===== config.mk =====
export PLATFORM = sky130hd
export DESIGN_NAME = gcn_mac
export DESIGN_NICKNAME = d
export VERILOG_FILES = /design/src/design/gcn_pkg.sv /design/src/design/gcn_mac.sv
export SDC_FILE = /design/constraint.sdc
export NUM_CORES = 2
export LEC_CHECK = 0
export BUFFER_PORTS_ARGS = -buffer_cell sky130_fd_sc_hd__buf_2
export CELL_PAD_IN_SITES_DETAIL_PLACEMENT = 0
export CELL_PAD_IN_SITES_GLOBAL_PLACEMENT = 1
export CORE_ASPECT_RATIO = 1.5
export CORE_MARGIN = 1
export CORE_UTILIZATION = 48
export CTS_BUF_LIST = sky130_fd_sc_hd__clkbuf_4 sky130_fd_sc_hd__clkbuf_8
export CTS_CLUSTER_DIAMETER = 150
export DETAILED_ROUTE_END_ITERATION = 8
export GPL_ROUTABILITY_DRIVEN = 0
export PLACE_DENSITY = 0.84
export SYNTH_ARGS = -nofsm -noshare
export SYNTH_HDL_FRONTEND = slang
export SYNTH_SLANG_ARGS = --single-unit

===== constraint.sdc =====
create_clock -name i_clk -period 8.2 [get_ports i_clk]
set_clock_uncertainty 0.05 [all_clocks]
set_input_delay 1.64 -clock i_clk [delete_from_list [all_inputs] [get_ports i_clk]]
set_output_delay 1.64 -clock i_clk [all_outputs]
set_load 0.02 [all_outputs]

===== src/design/gcn_pkg.sv =====
// Package for the graph-convolution layer: sizes, function codes and fixed-point helpers.
// Used by the top level and the multiplier; depends on nothing.
package gcn_pkg;
    localparam int MaxNodes = 1024;
    localparam int MaxEdges = 8192;
    localparam int InFeat   = 16;
    localparam int OutFeat  = 16;
    localparam int NodeW    = $clog2(MaxNodes);
    localparam int EdgeW    = $clog2(MaxEdges);
    localparam int InW      = $clog2(InFeat);
    localparam int OutW     = $clog2(OutFeat);
    localparam int EdgeCntW = EdgeW + 1;

    typedef enum logic [3:0] {
        FN_FEATURE  = 4'd0,
        FN_SCALE    = 4'd1,
        FN_ROWSTART = 4'd2,
        FN_COLUMN   = 4'd3,
        FN_WEIGHT   = 4'd4,
        FN_BIAS     = 4'd5,
        FN_COMPUTE  = 4'd6,
        FN_RD_PROJ  = 4'd7,
        FN_RD_SCALE = 4'd8
    } t_func;

    localparam logic [1:0] REG_NUM_NODES = 2'd0;
    localparam logic [1:0] REG_IN_FEAT   = 2'd1;
    localparam logic [1:0] REG_OUT_FEAT  = 2'd2;

    function automatic logic signed [31:0] sat32(input logic signed [33:0] v);
        logic signed [31:0] r;
        if (v > 34'sd2147483647) begin
            r = 32'sh7fffffff;
        end else if (v < -34'sd2147483648) begin
            r = 32'sh80000000;
        end else begin
            r = v[31:0];
        end
        return r;
    endfunction

    function automatic logic signed [31:0] sadd(input logic signed [31:0] a,
                                                input logic signed [31:0] b);
        logic signed [33:0] s;
        s = 34'(a) + 34'(b);
        return sat32(s);
    endfunction

    // Rounds a registered 64-bit product to Q16.16 with saturation.
    function automatic logic signed [31:0] qround(input logic signed [63:0] p);
        logic signed [64:0] t;
        logic signed [48:0] q;
        logic signed [31:0] r;
        t = 65'(p) + 65'sd32768;
        q = t[64:16];
        if (q > 49'sd2147483647) begin
            r = 32'sh7fffffff;
        end else if (q < -49'sd2147483648) begin
            r = 32'sh80000000;
        end else begin
            r = q[31:0];
        end
        return r;
    endfunction
endpackage


===== src/design/gcn_mac.sv =====
// Registered Q16.16 multiplier: one product per cycle, rounded result in the cycle after the operands.
// Depends on gcn_pkg.
module gcn_mac (
    input  logic               i_clk,
    input  logic signed [31:0] i_a,
    input  logic signed [31:0] i_b,
    output logic signed [31:0] o_q
);
    logic signed [63:0] r_prod;

    always_ff @(posedge i_clk) begin
        r_prod <= 64'(i_a) * 64'(i_b);
    end

    assign o_q = gcn_pkg::qround(r_prod);
endmodule


### Yosys cells after proc, flatten, opt, wreduce, memory -nomap -nowiden

Index checks and enable logic that the tools add are counted.

* register bits after elaboration: 64
* bits in latches: 0
* bits in writable memories: 0
* ROM bits: 0
* input bits: 65
* output and inout bits: 32
* memories: 0

* $add $sub $neg: 1
* multipliers: 1
* divide/modulo/power cells: 0
* order comparisons: 2
* equality and inequality tests: 0
* shift operators: 0
* mux-type cells: 2
* bitwise gates (word level): 0
* reduce and logical (&&, ||, !) cells: 0

Operator list (count)
* $add A64 B17 Y65 const B: 1
* $mul A32 B32 Y64: 1
* $mux W32: 2
* $gt A49 B32 Y1 const B: 1
* $lt A49 B32 Y1 const B: 1

### Depth between registers and ports, before layout

* depth after elaboration: 4
* depth in mapped cells: 30

### Worst setup path after synthesis

OpenSTA, ideal clock, no wires.

* path kind: in2reg
* start point: in i_a[31]
* end point: reg r_prod[56]
* arrival: 8735 ps
* required time: 8030 ps
* setup slack: -705 ps
* stages on the path: 28
* path through: clkbuf_1 nand2_1 inv_1 fa_1 inv_1 fa_1 inv_1 fa_1 fa_1 inv_1 fa_1 inv_1 fa_1 inv_1 fa_1 inv_1 fa_1 ha_1 a21oi_1 inv_1 a21o_1 a21oi_1 and3_1 o211ai_1 nand2_1 nor2_1 a21o_1 xor2_1

* cells in the longest elaborated chain, start to end: 1

RTL lines
* from (decl): line gcn_mac.sv:5 `input logic signed [31:0] i_a,`
* $mul A32 B32 Y64: line gcn_mac.sv:12 `r_prod <= 64'(i_a) * 64'(i_b);`
* to (signal assigned): line gcn_mac.sv:12
* to (decl): line gcn_mac.sv:9 `logic signed [63:0] r_prod;`

Every way passes these cells.

### Final worst setup path

* start point: in i_b[3]
* end point: reg r_prod[56]

* cells in the longest elaborated chain, start to end: 1

RTL lines
* from (decl): line gcn_mac.sv:6 `input logic signed [31:0] i_b,`
* $mul A32 B32 Y64: line gcn_mac.sv:12

Every way passes these cells.

==> impl_metrics.toml <==
[outcome]
run_status = "finished with violations"
violations_in_the_final_reports = "setup timing"

[setup_path]
worst_path_most_repeated_cell = "sky130_fd_sc_hd__fa_1"
worst-path-max-fanout = 8
worstSetupPathType = "primary input to register"
cell_type_of_the_slowest_stage_on_the_worst_timing_path = "sky130_fd_sc_hd__fa_2"
start_kind = "primary input"
critPathRequiredTime_ns = 8.36
crit_path_max_incr_delay_ns = 0.61
critPathCaptureType = "register"
worst-endpoint-arrival_ns = 8.50

[placement]
number_of_buffer_cells_added_on_primary_ports = 96
detailed_place_hpwl_mm = 91.8
post_dp_cell_area_sq_um = 42900

[route]
vias = 28100
wire_length_reported_by_the_detailed_router_mm = 104
ant_nets = 0
drt-vias-per-instance = 5.13
route.detailed.drc = 0
dr.first_iter.drc_count = 1168
avgRoutedWirePerCell_um = 18.9
detailedRoute.firstPassIterationCount = 5

[sta]
fmaxAchievable_mhz = 120
post-route-worst-setup-slack_ns = -0.143
grt_setup_unrepaired = "yes"
timing.max_slew.rel_slack = 0.567
worst-slew-pin-transition_ns = 0.649
finalCriticalPeriod_ns = 8.34
finalMaxSlewViolations = 0
timing.final.crit_share = 1.02
finalSetupViolCount = 12
hold_viol_final = 0

[grt]
groute.usage.overall = 0.271
number_of_antenna_violations_at_the_first_check_in_global_routing = 1
grt_start_max_net_pins = 24
vias_in_the_first_global_route = 32700
grt-ovfl-total = 0
grt_first_pass_wirelength_mm = 168

[yosys]
synth-seq-cells = 49
ys.flop_type = "sky130_fd_sc_hd__dfxtp_1"
asyncSetResetFlopFracSynth = 0
syn_avg_cell_area_sq_um = 9.40
syn_inst = 4057
ys_types = 67
synth_top_area_cell = "sky130_fd_sc_hd__fa_1"
number_of_flops_mapped_to_enable_cells_by_yosys = 0
post-synth-top-count-cell = "sky130_fd_sc_hd__fa_1"
synth_nets = 5384
post_synth_instance_area_sq_um = 38100
synth_top_cells_by_count = "sky130_fd_sc_hd__fa_1 (1081), sky130_fd_sc_hd__inv_1 (984), sky130_fd_sc_hd__nand2_1 (532)"
synth-warning-count = 0
synth_seq_area_share = 0.0257
synthTopCellsByArea = "sky130_fd_sc_hd__fa_1 (57%), sky130_fd_sc_hd__inv_1 (9.7%), sky130_fd_sc_hd__and2_1 (8.3%)"
synth.top_cell.area_share = 0.568

[finish]
max_reg_flops = 49
largestRegisters = "r_prod: 49 flops"
areaGrowthSynthToFinish_pct = 18.3
fill_cells = 6714
layout-drive-gt1-share = 0.193
antenna_cells = 0
final_area_sq_um = 45100
max_flop_register = "r_prod"
finalNetCount = 5779

[clock_tree]
cts_max_level = 2
tritoncts.num_buffers = 5
clkSlewWorstSetupHoldPaths_ns = 0.09
clock_sinks = 49
clock-root-buffer = "sky130_fd_sc_hd__clkbuf_8"
cts_tree = "built"
cts-root-to-sink-buffers = 2

[worst_hold_path]
hold_path_class = "primary input to register"

[run]
max_cap_violations = 0

[floorplanning]
chipHeight_um = 347
dieArea_sq_um = 80600
placeable_core_region_sq_um = 78700
initial_util = 0.485
core.rowCount = 126
chipWidth_um = 232
boundaryPins = 97
==> logic make-up (layout without fill, tap and decap cells) <==
kind of cell    after synthesis  after routing  synth area share
fa+ha+maj                  1262           1262             0.627
simple gates               1247           1247             0.169
buf+inv                    1193           1589             0.119
compound gates              202            202            0.0357
xor+xnor                    100            100            0.0230
flops                        49             49            0.0257
mux                           4              4           0.00118
==> worst max-delay path: cells and delay by family <==
family                   cells  cell delay [ns]
adder cells (fa/ha/maj)      9             4.57
buffers and inverters        7             0.78
AO/OA/AOI/OAI                4             0.71
AND/OR/NAND/NOR              4             0.67
XOR/XNOR                     1             0.13
==> worst paths after layout <==
check	start	slack, ns	end	cells past startpoint
worst max-delay path	i_b[3]	-0.14	r_prod[56]$_DFF_P_	25
worst min-delay path	i_b[0]	2.62	r_prod[15]$_DFF_P_	7
==> layer usage <==
layer	track usage	up-vias	wire length [um]
met3	0.0159	332	2380
met2	0.549	610	60500
met4	0.141	0	6860
li1	-	12400	-
met5	0	-	0
met1	0.269	14800	34000
==> placed cells by master, fill, tap and decap left out, drive strengths merged, types with 10 or more instances in the layout <==
| cell type | n |
|---|---|
| clkbuf | 14 |
| and3 | 20 |
| o21ai | 45 |
| ha | 181 |
| xnor2 | 57 |
| dfxtp | 49 |
| o21bai | 14 |
| nor3 | 11 |
| a211oi | 10 |
| nand2b | 13 |
| fa | 1081 |
| nand3 | 24 |
| nor2b | 40 |
| a21oi | 54 |
| a21o | 37 |
| nand2 | 532 |
| xor2 | 43 |
| buf | 590 |
| and2 | 510 |
| nor2 | 43 |
| o22ai | 11 |
| nand4 | 30 |
| inv | 983 |
==> through the flow <==
stage | hold WS [ns] | TNS (ns) | std cells | setup slack, ns | util
finish | 2.62 | -0.828 | 5477 | -0.143 | 0.573
global route | 2.66 | -4.02 | 5477 | -0.311 | 0.573
detailed placement | 2.33 | -19.59 | 5401 | -0.873 | 0.545
global placement | 2.32 | -18.60 | 5401 | -0.821 | 0.545
floorplan | 2.08 | -1.53 | 4057 | -0.273 | -
CTS | 2.48 | -0.251 | 5427 | -0.0731 | 0.556
==> layout make-up <==
cell class	count	area, sq um	share of cell area
flip-flops and latches	49	981	0.0218
multi-input cells	2815	33600	0.744
clock inverters	1	30.0	0.000666
inverters	984	3700	0.0820
repair buffers	597	5470	0.121
clock buffers	7	90.1	0.00200
well taps	1024	1280	0.0284
==> repair_timing <==
item / 4_1_cts / 5_1_grt
pin swaps: 84 / 165
cloned: 0 / 2
setup buffers: 18 / 49
resized for setup: 165 / 231
hold endpoints to repair: 0 / 0
setup endpoints to repair: 31 / 36
hold buffers: 0 / 0
Power is left out: the tool's default activity adds up to more than one toggle a clock period on the data nets, which glitch-free logic cannot reach.
